--- config.mk ---
export PLATFORM = sky130hd
export DESIGN_NAME = tftp_write_receiver_flat
export DESIGN_NICKNAME = d
export VERILOG_FILES = /design/src/hw/rtl/twr_pkg.sv /design/src/hw/rtl/twr_ifs.sv /design/src/hw/rtl/twr_front.sv /design/src/hw/rtl/twr_queue.sv /design/src/hw/rtl/twr_back.sv /design/src/hw/rtl/tftp_write_receiver.sv /design/src/flat_wrapper.sv
export SDC_FILE = /design/constraint.sdc
export NUM_CORES = 1
export LEC_CHECK = 0
export BUFFER_PORTS_ARGS = -buffer_cell sky130_fd_sc_hd__buf_2
export CORE_ASPECT_RATIO = 0.7
export CORE_MARGIN = 1
export CORE_UTILIZATION = 40
export CTS_BUF_LIST = sky130_fd_sc_hd__clkbuf_16
export CTS_CLUSTER_DIAMETER = 200
export DETAILED_ROUTE_END_ITERATION = 6
export HOLD_SLACK_MARGIN = 0.05
export PLACE_DENSITY_LB_ADDON = 0.25
export SLEW_MARGIN = 20
export SYNTH_ARGS = -nofsm -noshare
export SYNTH_HDL_FRONTEND = slang
export SYNTH_SLANG_ARGS = --single-unit
export TNS_END_PERCENT = 100
--- constraint.sdc ---
create_clock -name clk_i -period 6.64 [get_ports clk_i]
set_input_delay 0.332 -clock clk_i [delete_from_list [all_inputs] [get_ports clk_i]]
set_output_delay 0.332 -clock clk_i [all_outputs]
set_load 0.005 [all_outputs]
--- src/hw/rtl/twr_pkg.sv ---
// Shared types and constants for the TFTP write receiver.
package twr_pkg;

  localparam int MaxPacketDef  = 516;
  localparam int BlockBytesDef = 512;
  localparam int NameBytesDef  = 256;
  localparam int QueueDepthDef = 4;

  // TFTP opcodes as they appear in the first two bytes of a packet.
  localparam logic [15:0] OP_WRQ     = 16'd2;
  localparam logic [15:0] OP_DATA    = 16'd3;
  localparam logic [15:0] OP_ERR_PKT = 16'd5;

  // TFTP wire error codes.
  localparam logic [2:0] ERR_ACCESS  = 3'd2;
  localparam logic [2:0] ERR_DISK    = 3'd3;
  localparam logic [2:0] ERR_ILLEGAL = 3'd4;
  localparam logic [2:0] ERR_NONE    = 3'd0;

  typedef enum logic [1:0] {
    KIND_DATA  = 2'd0,
    KIND_NAME  = 2'd1,
    KIND_ACK   = 2'd2,
    KIND_ERROR = 2'd3
  } kind_e;

  typedef enum logic [1:0] {
    PH_NAME = 2'd0,
    PH_MODE = 2'd1,
    PH_DONE = 2'd2,
    PH_LONG = 2'd3
  } phase_e;

  typedef struct packed {
    kind_e       kind;
    logic [7:0]  data;
    logic [15:0] block;
    logic [2:0]  code;
    logic        over;
  } res_t;

  // One queue entry: the results caused by one input byte, first one in r0.
  typedef struct packed {
    logic two;
    res_t r0;
    res_t r1;
  } entry_t;

endpackage

--- src/hw/rtl/twr_ifs.sv ---
// Handshake channels for the receive bytes and the produced results.
interface twr_rx_if;
  logic       valid;
  logic       ready;
  logic [7:0] rx_byte;
  logic       rx_last;
  logic       sink_fault;

  modport source (output valid, output rx_byte, output rx_last, output sink_fault,
                  input ready);
  modport sink (input valid, input rx_byte, input rx_last, input sink_fault,
                output ready);
endinterface

interface twr_tx_if;
  logic        valid;
  logic        ready;
  logic [1:0]  out_kind;
  logic [7:0]  out_byte;
  logic [15:0] out_block;
  logic [2:0]  out_error_code;
  logic        transfer_over;
  logic        out_last;

  modport source (output valid, output out_kind, output out_byte, output out_block,
                  output out_error_code, output transfer_over, output out_last,
                  input ready);
  modport sink (input valid, input out_kind, input out_byte, input out_block,
                input out_error_code, input transfer_over, input out_last,
                output ready);
endinterface

--- src/hw/rtl/twr_front.sv ---
// Packet parser: tracks the protocol state and classifies each received byte.
module twr_front import twr_pkg::*; #(
  parameter int MaxPacket  = MaxPacketDef,
  parameter int BlockBytes = BlockBytesDef,
  parameter int NameBytes  = NameBytesDef
) (
  input  logic   clk_i,
  input  logic   rst_ni,
  input  logic   accept_i,
  input  logic [7:0] rx_byte_i,
  input  logic   rx_last_i,
  input  logic   sink_fault_i,
  output logic   push_o,
  output entry_t entry_o
);

  localparam int IdxW     = $clog2(MaxPacket + 1);
  localparam int NameW    = $clog2(NameBytes);
  localparam int ShortLim = BlockBytes + 4;

  logic             in_tr_q, in_tr_d;
  logic [15:0]      exp_q, exp_d;
  logic [IdxW-1:0]  idx_q, idx_d, idx_s;
  logic [15:0]      op_q, op_d, op_s;
  logic [15:0]      blk_q, blk_d, blk_s;
  logic [NameW-1:0] name_q, name_d, name_s;
  phase_e           ph_q, ph_d, ph_s;

  logic has_b, has_e;
  res_t res_b, res_e;

  // Per-byte step: position bookkeeping and the byte's own result.
  always_comb begin
    idx_s  = idx_q;
    op_s   = op_q;
    blk_s  = blk_q;
    name_s = name_q;
    ph_s   = ph_q;
    has_b  = 1'b0;
    res_b  = '{kind: KIND_DATA, data: rx_byte_i, block: 16'd0, code: ERR_NONE, over: 1'b0};
    if (accept_i && idx_q < IdxW'(MaxPacket)) begin
      idx_s = idx_q + IdxW'(1);
      if (idx_q < IdxW'(2)) begin
        op_s = {op_q[7:0], rx_byte_i};
      end else if (in_tr_q) begin
        if (idx_q < IdxW'(4)) begin
          blk_s = {blk_q[7:0], rx_byte_i};
        end else if (op_q == OP_DATA && blk_q == exp_q) begin
          has_b = 1'b1;
        end
      end else if (op_q == OP_WRQ) begin
        unique case (ph_q)
          PH_NAME: begin
            if (rx_byte_i == 8'd0) begin
              ph_s = PH_MODE;
            end else if (name_q >= NameW'(NameBytes - 1)) begin
              ph_s = PH_LONG;
            end else begin
              name_s     = name_q + NameW'(1);
              has_b      = 1'b1;
              res_b.kind = KIND_NAME;
            end
          end
          PH_MODE: begin
            if (rx_byte_i == 8'd0) begin
              ph_s = PH_DONE;
            end
          end
          default: ;
        endcase
      end
    end
  end

  // Packet end: answer decision and the transfer state.
  always_comb begin
    in_tr_d = in_tr_q;
    exp_d   = exp_q;
    idx_d   = idx_s;
    op_d    = op_s;
    blk_d   = blk_s;
    name_d  = name_s;
    ph_d    = ph_s;
    has_e   = 1'b0;
    res_e   = '{kind: KIND_ACK, data: 8'd0, block: 16'd0, code: ERR_NONE, over: 1'b0};
    if (accept_i && rx_last_i) begin
      if (!in_tr_q) begin
        if (idx_s >= IdxW'(6) && op_s == OP_WRQ && ph_s == PH_DONE) begin
          has_e = 1'b1;
          if (sink_fault_i) begin
            res_e.kind = KIND_ERROR;
            res_e.code = ERR_ACCESS;
            res_e.over = 1'b1;
          end else begin
            in_tr_d = 1'b1;
            exp_d   = 16'd1;
          end
        end
      end else if (idx_s < IdxW'(4)) begin
        in_tr_d = 1'b0;
      end else if (op_s == OP_DATA && blk_s == exp_q) begin
        has_e = 1'b1;
        if (sink_fault_i && idx_s > IdxW'(4)) begin
          res_e.kind = KIND_ERROR;
          res_e.code = ERR_DISK;
          res_e.over = 1'b1;
          in_tr_d    = 1'b0;
        end else if (32'(idx_s) < ShortLim) begin
          res_e.block = exp_q;
          res_e.over  = 1'b1;
          in_tr_d     = 1'b0;
        end else begin
          res_e.block = exp_q;
          exp_d       = exp_q + 16'd1;
        end
      end else if (op_s == OP_DATA && blk_s < exp_q) begin
        has_e       = 1'b1;
        res_e.block = blk_s;
      end else if (op_s == OP_ERR_PKT) begin
        in_tr_d = 1'b0;
      end else begin
        has_e      = 1'b1;
        res_e.kind = KIND_ERROR;
        res_e.code = ERR_ILLEGAL;
        res_e.over = 1'b1;
        in_tr_d    = 1'b0;
      end
      idx_d  = '0;
      op_d   = '0;
      blk_d  = '0;
      name_d = '0;
      ph_d   = PH_NAME;
    end
  end

  always_comb begin
    push_o = has_b || has_e;
    if (has_b) begin
      entry_o = '{two: has_e, r0: res_b, r1: res_e};
    end else begin
      entry_o = '{two: 1'b0, r0: res_e, r1: res_e};
    end
  end

  always_ff @(posedge clk_i or negedge rst_ni) begin
    if (!rst_ni) begin
      in_tr_q <= 1'b0;
      exp_q   <= 16'd1;
      idx_q   <= '0;
      op_q    <= '0;
      blk_q   <= '0;
      name_q  <= '0;
      ph_q    <= PH_NAME;
    end else begin
      in_tr_q <= in_tr_d;
      exp_q   <= exp_d;
      idx_q   <= idx_d;
      op_q    <= op_d;
      blk_q   <= blk_d;
      name_q  <= name_d;
      ph_q    <= ph_d;
    end
  end

endmodule

--- src/hw/rtl/twr_queue.sv ---
// Small first-in first-out queue of result entries between parser and output.
module twr_queue import twr_pkg::*; #(
  parameter int Depth = QueueDepthDef
) (
  input  logic   clk_i,
  input  logic   rst_ni,
  input  logic   push_i,
  input  entry_t entry_i,
  input  logic   pop_i,
  output entry_t entry_o,
  output logic   full_o,
  output logic   empty_o
);

  localparam int PtrW = $clog2(Depth);
  localparam int CntW = $clog2(Depth + 1);

  entry_t mem_q [Depth];
  logic [PtrW-1:0] wr_q, rd_q;
  logic [CntW-1:0] cnt_q;
  logic do_push, do_pop;

  assign full_o  = (cnt_q == CntW'(Depth));
  assign empty_o = (cnt_q == '0);
  assign do_push = push_i && !full_o;
  assign do_pop  = pop_i && !empty_o;
  assign entry_o = mem_q[rd_q];

  always_ff @(posedge clk_i) begin
    if (do_push) begin
      mem_q[wr_q] <= entry_i;
    end
  end

  always_ff @(posedge clk_i or negedge rst_ni) begin
    if (!rst_ni) begin
      wr_q  <= '0;
      rd_q  <= '0;
      cnt_q <= '0;
    end else begin
      if (do_push) begin
        wr_q <= (wr_q == PtrW'(Depth - 1)) ? '0 : wr_q + PtrW'(1);
      end
      if (do_pop) begin
        rd_q <= (rd_q == PtrW'(Depth - 1)) ? '0 : rd_q + PtrW'(1);
      end
      if (do_push && !do_pop) begin
        cnt_q <= cnt_q + CntW'(1);
      end else if (do_pop && !do_push) begin
        cnt_q <= cnt_q - CntW'(1);
      end
    end
  end

endmodule

--- src/hw/rtl/twr_back.sv ---
// Output stage: splits queue entries into single results behind a register.
module twr_back import twr_pkg::*; (
  input  logic   clk_i,
  input  logic   rst_ni,
  input  entry_t entry_i,
  input  logic   empty_i,
  output logic   pop_o,
  input  logic   ready_i,
  output logic   valid_o,
  output res_t   res_o,
  output logic   last_o
);

  logic valid_q, last_q, sec_q;
  res_t res_q, hold_q;
  logic slot_free;

  assign slot_free = !valid_q || ready_i;
  assign pop_o     = slot_free && !sec_q && !empty_i;
  assign valid_o   = valid_q;
  assign res_o     = res_q;
  assign last_o    = last_q;

  always_ff @(posedge clk_i or negedge rst_ni) begin
    if (!rst_ni) begin
      valid_q <= 1'b0;
      sec_q   <= 1'b0;
    end else if (slot_free) begin
      if (sec_q) begin
        valid_q <= 1'b1;
        sec_q   <= 1'b0;
      end else begin
        valid_q <= !empty_i;
        sec_q   <= !empty_i && entry_i.two;
      end
    end
  end

  always_ff @(posedge clk_i) begin
    if (slot_free) begin
      if (sec_q) begin
        res_q  <= hold_q;
        last_q <= 1'b1;
      end else begin
        res_q  <= entry_i.r0;
        last_q <= !entry_i.two;
        hold_q <= entry_i.r1;
      end
    end
  end

endmodule

--- src/hw/rtl/tftp_write_receiver.sv ---
// Top level of the TFTP write-request receiver with stop-and-wait acknowledge.
//
// Channel | Direction | Payload                                      | Handshake
// rx_i    | in        | rx_byte, rx_last, sink_fault                 | valid/ready
// tx_o    | out       | out_kind, out_byte, out_block, out_error_code,| valid/ready
//         |           | transfer_over, out_last                      |
//
// One received byte is taken in every cycle while the result queue has room.
// A byte that causes results is written into the result queue when it is
// accepted and then moved into the output register, from which it can be
// taken. Results leave at one per cycle while tx_o is ready, so the two
// results of one byte (the last data byte followed by its ack) leave one
// after the other. The result queue absorbs these bursts and output
// stalls; input stalls only when the queue is full. Reset is asynchronous
// and clears all control state at once, with no clearing pass.
module tftp_write_receiver import twr_pkg::*; #(
  parameter int MaxPacket  = MaxPacketDef,
  parameter int BlockBytes = BlockBytesDef,
  parameter int NameBytes  = NameBytesDef,
  parameter int QueueDepth = QueueDepthDef
) (
  input  logic clk_i,
  input  logic rst_ni,
  twr_rx_if.sink   rx_i,
  twr_tx_if.source tx_o
);

  logic   accept;
  logic   push;
  entry_t push_entry;
  entry_t head_entry;
  logic   q_full, q_empty, pop;
  res_t   res;
  logic   res_last;

  // The parser advances on every accepted byte; ready only needs queue room.
  assign rx_i.ready = !q_full;
  assign accept     = rx_i.valid && !q_full;

  twr_front #(
    .MaxPacket (MaxPacket),
    .BlockBytes(BlockBytes),
    .NameBytes (NameBytes)
  ) u_front (
    .clk_i       (clk_i),
    .rst_ni      (rst_ni),
    .accept_i    (accept),
    .rx_byte_i   (rx_i.rx_byte),
    .rx_last_i   (rx_i.rx_last),
    .sink_fault_i(rx_i.sink_fault),
    .push_o      (push),
    .entry_o     (push_entry)
  );

  twr_queue #(
    .Depth(QueueDepth)
  ) u_queue (
    .clk_i  (clk_i),
    .rst_ni (rst_ni),
    .push_i (push),
    .entry_i(push_entry),
    .pop_i  (pop),
    .entry_o(head_entry),
    .full_o (q_full),
    .empty_o(q_empty)
  );

  twr_back u_back (
    .clk_i  (clk_i),
    .rst_ni (rst_ni),
    .entry_i(head_entry),
    .empty_i(q_empty),
    .pop_o  (pop),
    .ready_i(tx_o.ready),
    .valid_o(tx_o.valid),
    .res_o  (res),
    .last_o (res_last)
  );

  // Result fields go straight from the output register to the port.
  assign tx_o.out_kind       = res.kind;
  assign tx_o.out_byte       = res.data;
  assign tx_o.out_block      = res.block;
  assign tx_o.out_error_code = res.code;
  assign tx_o.transfer_over  = res.over;
  assign tx_o.out_last       = res_last;

endmodule

--- src/flat_wrapper.sv ---
// flat-port wrapper written by rule: the top's interface ports become plain ports
module tftp_write_receiver_flat import twr_pkg::*;
#(
  parameter int MaxPacket  = MaxPacketDef,
  parameter int BlockBytes = BlockBytesDef,
  parameter int NameBytes  = NameBytesDef,
  parameter int QueueDepth = QueueDepthDef
)
  (clk_i, rst_ni, rx_i_valid, rx_i_rx_byte, rx_i_rx_last, rx_i_sink_fault, rx_i_ready, tx_o_valid, tx_o_out_kind, tx_o_out_byte, tx_o_out_block, tx_o_out_error_code, tx_o_transfer_over, tx_o_out_last, tx_o_ready);
  twr_rx_if rx_i_i ();
  twr_tx_if tx_o_i ();
  input  logic clk_i;
  input  logic rst_ni;
  input wire logic [$bits(rx_i_i.valid)-1:0] rx_i_valid;
  input wire logic [$bits(rx_i_i.rx_byte)-1:0] rx_i_rx_byte;
  input wire logic [$bits(rx_i_i.rx_last)-1:0] rx_i_rx_last;
  input wire logic [$bits(rx_i_i.sink_fault)-1:0] rx_i_sink_fault;
  output wire logic [$bits(rx_i_i.ready)-1:0] rx_i_ready;
  output wire logic [$bits(tx_o_i.valid)-1:0] tx_o_valid;
  output wire logic [$bits(tx_o_i.out_kind)-1:0] tx_o_out_kind;
  output wire logic [$bits(tx_o_i.out_byte)-1:0] tx_o_out_byte;
  output wire logic [$bits(tx_o_i.out_block)-1:0] tx_o_out_block;
  output wire logic [$bits(tx_o_i.out_error_code)-1:0] tx_o_out_error_code;
  output wire logic [$bits(tx_o_i.transfer_over)-1:0] tx_o_transfer_over;
  output wire logic [$bits(tx_o_i.out_last)-1:0] tx_o_out_last;
  input wire logic [$bits(tx_o_i.ready)-1:0] tx_o_ready;
  assign rx_i_i.valid = rx_i_valid;
  assign rx_i_i.rx_byte = rx_i_rx_byte;
  assign rx_i_i.rx_last = rx_i_rx_last;
  assign rx_i_i.sink_fault = rx_i_sink_fault;
  assign rx_i_ready = rx_i_i.ready;
  assign tx_o_valid = tx_o_i.valid;
  assign tx_o_out_kind = tx_o_i.out_kind;
  assign tx_o_out_byte = tx_o_i.out_byte;
  assign tx_o_out_block = tx_o_i.out_block;
  assign tx_o_out_error_code = tx_o_i.out_error_code;
  assign tx_o_transfer_over = tx_o_i.transfer_over;
  assign tx_o_out_last = tx_o_i.out_last;
  assign tx_o_i.ready = tx_o_ready;
  tftp_write_receiver #(.MaxPacket(MaxPacket), .BlockBytes(BlockBytes), .NameBytes(NameBytes), .QueueDepth(QueueDepth)) u_core (.clk_i(clk_i), .rst_ni(rst_ni), .rx_i(rx_i_i), .tx_o(tx_o_i));
endmodule
==> results.cfg, run 1 <==
[synth]
ys.flop_type = edfxtp_1
yosysUniqueCellTypes = 73
synth.avg_cell_area_um2 = 14.3
yosysSeqAreaShare_pct = 64.9
synth_area_mm2 = 0.0151
synth_nets = 1096
async_flop_share_pct = 23.1
yosys_warnings = 0
synthCells = 1056
ys_ff_latch = 338
synth_edf_count = 260

[setup_path]
r2r_end = u_core.u_queue.mem_q[1][30]$_DFFE_PP_
cp_slowest_cell = nor4_1
critPathTopFamily = simple AND/OR/NAND/NOR gates
cpPeakStageDelay_ns = 0.65
r2r_cells = 14
arrival_ns = 5.33
startpoint_type = register
path_max_fanout = 16
rrSetupSlack_ns = 1.55
worst-path-buf-inv = 2
cp_cell_sequence = nor4_1 -> nand2_1 -> nor3_2 -> buf_4 -> mux2i_1 -> inv_1 -> ha_1 -> and3_1 -> and2_1 -> and4_1 -> nor2b_2 -> o21ai_0 -> o211a_1 -> nor3_1
cp-end-kind = register
critPathRequiredTime_ns = 6.88
reg2reg_from = u_core.u_front.idx_q[3]$_DFF_PN0_
path_class = register to register

[finish]
fillers = 3318
fin_util_pct = 45.2
syn2layout_area_growth_pct = 11.4
drive_above_1_share_pct = 20.1
regArea_mm2 = 0.00977
nets = 1138
antennaDiodeCount = 0
stdcell_area_mm2 = 0.0168
final_cells = 1611
multi_input_area_mm2 = 0.00487

[power]
p_leak_nw = 6.23
ir_worst_vdd_mv = 0.202
cellPowerDensity_mw_per_mm2 = 321

[global_route]
grt.total_usage_pct = 18.7
grt_pass1_vias = 8593
antenna_found_initial = 0
grt_pass1_wl_um = 53300
grt-ovfl-total = 0
grt_max_degree = 53

[timing]
rsz0062_at_grt = no
finalMaxSlewViolations = 0
hold_viol = 0
fin_skew_ns = 0.0136
tns_ns = 0
setup_viol = 0
timing.fmax_mhz = 197
post-route-min-period_ns = 5.09
fin_crit_sh_pct = 76.6
worst_slew_pin_slew_ns = 0.977
timing.slew.headroom_pct = 34.9

[cts]
post_cts_buffers = 0
clk_latency_ns = 0.53
clockBufferDepth = 3
clk_pin_slew_worst_paths_ns = 0.06
numCtsBuffers = 34
cts_sinks = 338
htreeDepth = 2
cts_tree = built
clock-root-buffer = clkbuf_16

[floorplanning]
core_area_mm2 = 0.0371
start_util_pct = 40.5
die_w_um = 234
ios = 47
die_h_um = 164
dieArea_mm2 = 0.0384
num_rows = 59

[routing]
vias = 8912
drtPass1Iterations = 7
drc_errors = 3
drt_iter0_drc = 692
post_drt_wl_per_cell_um = 21.3
drt_wl_total_um = 34300
viasPerCell = 5.53
final_antenna_net_count = 0

[worst_hold_path]
min-delay-start = rx_i_rx_byte[5]
min_to = u_core.u_front.op_q[5]$_DFF_PN0_
hold_depth = 3
hp-class = input pin to register

[flow_run]
max-cap-violations = 0

[placement]
gp_congestion = 0.932
dp.cells = 1549
placed_cell_area_mm2 = 0.0158
io_buffers = 46
hpwlAfterDp_um = 23000

[status]
violations = DRC
outcome = finished, violations left
==> worst max-delay path by stage <==
stage / start / to / slack, ns / cells after the start
final: u_core.u_front.idx_q[3]$_DFF_PN0_ / u_core.u_queue.mem_q[1][30]$_DFFE_PP_ / 1.55 / 14
after global routing: u_core.u_front.idx_q[3]$_DFF_PN0_ / u_core.u_queue.mem_q[2][35]$_DFFE_PP_ / 0.99 / 16
after CTS: u_core.u_front.idx_q[3]$_DFF_PN0_ / u_core.u_queue.mem_q[2][34]$_DFFE_PP_ / 1.56 / 16
after detailed placement: u_core.u_front.idx_q[3]$_DFF_PN0_ / u_core.u_queue.mem_q[3][35]$_DFFE_PP_ / 1.59 / 16
after global placement: u_core.u_front.idx_q[3]$_DFF_PN0_ / u_core.u_queue.mem_q[2][37]$_DFFE_PP_ / 1.67 / 16
after floorplan: u_core.u_front.idx_q[2]$_DFF_PN0_ / u_core.u_queue.mem_q[0][40]$_DFFE_PP_ / 1.79 / 18
==> placed cells by master (no fill, tap or decap), drive strengths merged, types with 18 or more instances in the layout <==
| cell | instances |
|---|---|
| a21oi | 31 |
| a31oi | 24 |
| buf | 64 |
| clkbuf | 35 |
| dfrtp | 77 |
| edfxtp | 260 |
| ha | 25 |
| inv | 54 |
| mux2 | 30 |
| mux4 | 52 |
| nand2 | 68 |
| nand3 | 24 |
| nand4 | 19 |
| nor2 | 104 |
| nor3 | 18 |
| o21ai | 28 |
==> worst reg2reg max path, cell delays in order (launching register included) <==
cell and delay [ns]:
dfrtp_1 0.50, nor4_1 0.65, nand2_1 0.21, nor3_2 0.18, buf_4 0.33, mux2i_1 0.49
inv_1 0.10, ha_1 0.30, and3_1 0.21, and2_1 0.13, and4_1 0.20, nor2b_2 0.53
o21ai_0 0.28, o211a_1 0.19, nor3_1 0.49
==> kinds of logic (layout without fill, tap and decap cells) <==
| kind of cell | after synthesis | count (layout) | share of synthesized area, % |
|---|---|---|---|
| AO/OA/AOI/OAI | 127 | 127 | 5.84 |
| XOR/XNOR | 30 | 30 | 1.75 |
| adder cells (fa/ha/maj) | 26 | 26 | 2.21 |
| buffers and inverters | 101 | 168 | 2.90 |
| flip-flops | 338 | 338 | 64.9 |
| multiplexers | 99 | 99 | 11.2 |
| AND/OR/NAND/NOR | 335 | 335 | 11.3 |
==> metal layers <==
metal	part of all wire (%)	vias up	wire length, um	GRT usage (%)
li1	-	4090	-	-
met1	50	4541	17300	29.4
met2	42	243	14600	26.5
met3	5.8	38	1980	3.52
met4	1.4	0	496	4.19
met5	0	-	0	0
==> through the flow <==
stage,setup slack [ns],total power (W),hold WS (ns)
finish,1.55,0.00539,0.103
global route,0.990,0.00567,0.109
CTS,1.56,0.00546,0.0966
detailed placement,1.59,0.00371,0.302
global placement,1.67,0.00370,0.304
floorplan,1.79,0.00337,0.0364
==> power by group <==
part / total (W) / leakage (nW) / switching (W) / internal, W
registers: 0.00265 / 3.66 / 0.000174 / 0.00248
clock network: 0.00174 / 0.527 / 0.000785 / 0.000955
logic: 0.000996 / 2.04 / 0.000546 / 0.000449
total: 0.00539 / 6.23 / 0.00150 / 0.00388
==> Yosys cell counts, types with 3 or more instances <==
cell type	instances	area [um^2]
nand2b_1	6	37.5
a21oi_1	31	155
or4_4	3	33.8
o21a_1	5	37.5
ha_1	25	313
and2_1	15	93.8
nor4_1	13	81.3
nand3_1	24	120
nor3_1	18	90.1
buf_1	7	26.3
xnor2_1	17	149
buf_4	5	37.5
or3_2	3	22.5
nor4b_1	3	26.3
mux2i_1	17	170
or4_1	8	60.1
a22o_2	5	50.1
or2_2	4	25.0
a211oi_1	3	22.5
xor2_1	13	114
a31oi_1	24	150
a21o_1	3	22.5
edfxtp_1	260	7810
nor2_1	104	390
or3_1	5	31.3
buf_2	5	25.0
inv_1	42	158
nor2b_1	14	87.6
nand2_1	68	255
mux4_2	52	1170
o31ai_1	7	52.6
mux2_2	30	338
dfrtp_1	77	1930
nand4_1	19	119
nand3b_1	3	22.5
o21ai_0	25	125
clkbuf_1	38	143
and4_1	6	52.6
and3_1	6	37.5
==> timing repair <==
| item | in CTS | in global routing |
|---|---|---|
| hold endpoints to repair | 30 | 0 |
| hold buffers | 1 | 0 |
| resized for setup | 0 | 0 |
==> flip-flops by register name, indices dropped and copies added, names as in the netlist, 3 cells and up <==
register and count:
u_core.u_queue.mem_q 208, u_core.u_back.res_o 30, u_core.u_queue.cnt_q 3, u_core.u_back.hold_q 21, u_core.u_front.blk_q 16, u_core.u_front.op_q 16
u_core.u_front.idx_q 10, u_core.u_front.name_q 8, u_core.u_front.exp_q 16
==> area by class of cell <==
class                   count  area share (%)
flip-flops and latches    338            58.2
multi-input cells         617            29.0
clock buffers              35            5.22
well taps                 488            3.64
repair buffers             65            2.25
inverters                  42           0.940
clock inverters            26           0.694
No activity file was read; power rests on OpenSTA's default activity.
==> run 2, diff against run 1 <==
==> constraint.sdc (replaced) <==
create_clock -name clk_i -period 4.15 [get_ports clk_i]
set_input_delay 0.2075 -clock clk_i [delete_from_list [all_inputs] [get_ports clk_i]]
set_output_delay 0.2075 -clock clk_i [all_outputs]
set_load 0.005 [all_outputs]
==> run 2 against run 1 <==
The flow still finishes with violations (DRC). Worst setup slack got worse by 1.4 ns. Maximum frequency up 26%. Sequential power is 61% higher. Count of clock-buffer cells in the layout is 1 higher. Combinational power is 74% higher. Clock skew grew 0.0029 ns. Cell area is 6.3% higher. Global-route usage rose by 0.31 points. Critical endpoint is now u_core.u_queue.cnt_q[1]$_DFFE_PN0P_.
==> results.cfg, run 2 (same netlist as run 1, synthesis figures left out) <==
[timing]
setup_viol = 0
hold_viol = 0
timing.slew.headroom_pct = 32.6
finalMaxSlewViolations = 0
fin_skew_ns = 0.0165
worst_slew_pin_slew_ns = 1.01
post-route-min-period_ns = 4.03
fin_crit_sh_pct = 97.1
tns_ns = 0
rsz0062_at_grt = yes
worst_slack_ns = 0.122
timing.fmax_mhz = 248

[finish]
layout_common_cells = edfxtp_1 (260), nor2_1 (84), buf_4 (79)
antennaDiodeCount = 0
stdcell_area_mm2 = 0.0178
final_cells = 1693
final_common_cell = edfxtp_1
regMostFlops = u_core.u_queue.mem_q
drive_above_1_share_pct = 28.0
largest_reg_flops = 208
nets = 1218
syn2layout_area_growth_pct = 18.5

[setup_path]
arrival_ns = 4.44
path_class = register to register
cpPeakStageDelay_ns = 0.57
path_max_fanout = 7
cpMostUsedCell = or4_4
worst-path-buf-inv = 2
critPathRequiredTime_ns = 4.56
critPathTopFamily = simple AND/OR/NAND/NOR gates
cp_cell_sequence = buf_4 -> or4_4 -> o41a_4 -> or4_4 -> or3b_1 -> and4bb_1 -> nand2_1 -> nand3_1 -> ha_2 -> inv_1 -> fa_2 -> mux2_2
cp_slowest_cell = or4_4
startpoint_type = register
cp-end-kind = register

[worst_hold_path]
hp-class = input pin to register

[global_route]
grt_max_degree = 56
grt_pass1_wl_um = 55100
antenna_found_initial = 1
grt.total_usage_pct = 19.0
grt-ovfl-total = 0
grt_pass1_vias = 9162

[status]
violations = DRC
outcome = finished, violations left

[placement]
gp_congestion = 0.867
hpwlAfterDp_um = 23800
dp.cells = 1616
io_buffers = 46
dp_slack_ns = -0.0131
placed_cell_area_mm2 = 0.0164

[power]
p_switching_w = 0.00252
ir_worst_vdd_mv = 0.298
power.total_w = 0.00913
p_leak_nw = 6.72
internal-power_w = 0.00661
p_sw_share_pct = 27.6
pwr-share-clk_pct = 34.4
p_seq_share_pct = 46.7
cellPowerDensity_mw_per_mm2 = 512
combPwrFrac_pct = 18.9

[routing]
post_drt_wl_per_cell_um = 20.9
viasPerCell = 5.47
drt_wl_total_um = 35400
wl_met1_um = 17400
route.met3.wl_um = 2090
drc_errors = 2
drtPass1Iterations = 7
wl_met2_um = 15300
routed.top_layer = met4
final_antenna_net_count = 0
drt_iter0_drc = 1039
vias = 9267

[flow_run]
max-cap-violations = 0

[floorplanning]
core_area_mm2 = 0.0371
num_rows = 59
start_util_pct = 40.5
die_h_um = 164
die_w_um = 234
dieArea_mm2 = 0.0384
ios = 47

[cts]
numCtsBuffers = 35
htreeDepth = 2
cts_tree = built
clock-root-buffer = clkbuf_16
clockBufferDepth = 3
cts_sinks = 338
clk_latency_ns = 0.53
clk_pin_slew_worst_paths_ns = 0.06
run 2: final timing paths:
path / cells past startpoint / slack, ns / start / to
worst max-delay path: 12 / 0.12 / u_core.u_front.idx_q[4]$_DFF_PN0_ / u_core.u_queue.cnt_q[1]$_DFFE_PN0P_
worst min-delay path: 3 / 0.10 / tx_o_ready / u_core.u_back.sec_q$_DFFE_PN0N_
worst max register to register: 12 / 0.12 / u_core.u_front.idx_q[4]$_DFF_PN0_ / u_core.u_queue.cnt_q[1]$_DFFE_PN0P_
worst min register to register: 1 / 0.50 / u_core.u_queue.cnt_q[2]$_DFFE_PN0P_ / u_core.u_queue.cnt_q[2]$_DFFE_PN0P_
max in group asynchronous: 3 / 3.06 / rst_ni / u_core.u_front.exp_q[12]$_DFFE_PN0P_
min in group asynchronous: 2 / 0.26 / rst_ni / u_core.u_front.exp_q[1]$_DFFE_PN0P_
run 2: power by group through the flow:
stage | clock network (W) | logic, W | registers (W)
after floorplan | 0 | 0.00126 | 0.00415
after global placement | 0 | 0.00170 | 0.00434
after detailed placement | 0 | 0.00172 | 0.00434
after CTS | 0.00321 | 0.00173 | 0.00428
after global routing | 0.00334 | 0.00189 | 0.00432
final | 0.00314 | 0.00173 | 0.00427
run 2: layout make-up:
class | instances | area, um^2
Clock buffer | 36 | 901
Clock inverter | 28 | 235
Fill cell | 3216 | 19300
Inverter | 42 | 158
Multi-Input combinational cell | 618 | 5070
Sequential cell | 338 | 9770
Tap cell | 488 | 611
Timing Repair Buffer | 143 | 1090
run 2: worst reg2reg max path: stages, from the launching register on:
cell,delay [ns]
dfrtp_1,0.37
buf_4,0.16
or4_4,0.57
o41a_4,0.41
or4_4,0.57
or3b_1,0.37
and4bb_1,0.21
nand2_1,0.14
nand3_1,0.14
ha_2,0.22
inv_1,0.07
fa_2,0.43
mux2_2,0.26
run 2: metrics by stage:
| stage | hold WS, ns | util [%] |
|---|---|---|
| floorplan | -0.0881 | - |
| global placement | 0.316 | 44.2 |
| detailed placement | 0.318 | 44.2 |
| CTS | 0.0863 | 47.5 |
| global route | 0.113 | 48.0 |
| finish | 0.105 | 48.0 |
run 2: routing by layer:
layer  up-vias  track usage, %
met1      4704            29.1
met2       262            27.6
met3        54            3.91
met5         -               0
li1       4247               -
met4         0            4.13
run 2: timing repair:
action | CTS | global route
hold buffers | 10 | 0
gates resized for setup | 2 | 45
endpoints found under the setup margin | 2 | 190
endpoints found under the hold margin | 64 | 0
buffers inserted | 0 | 2
pin swaps | 0 | 6
cloned | 0 | 1
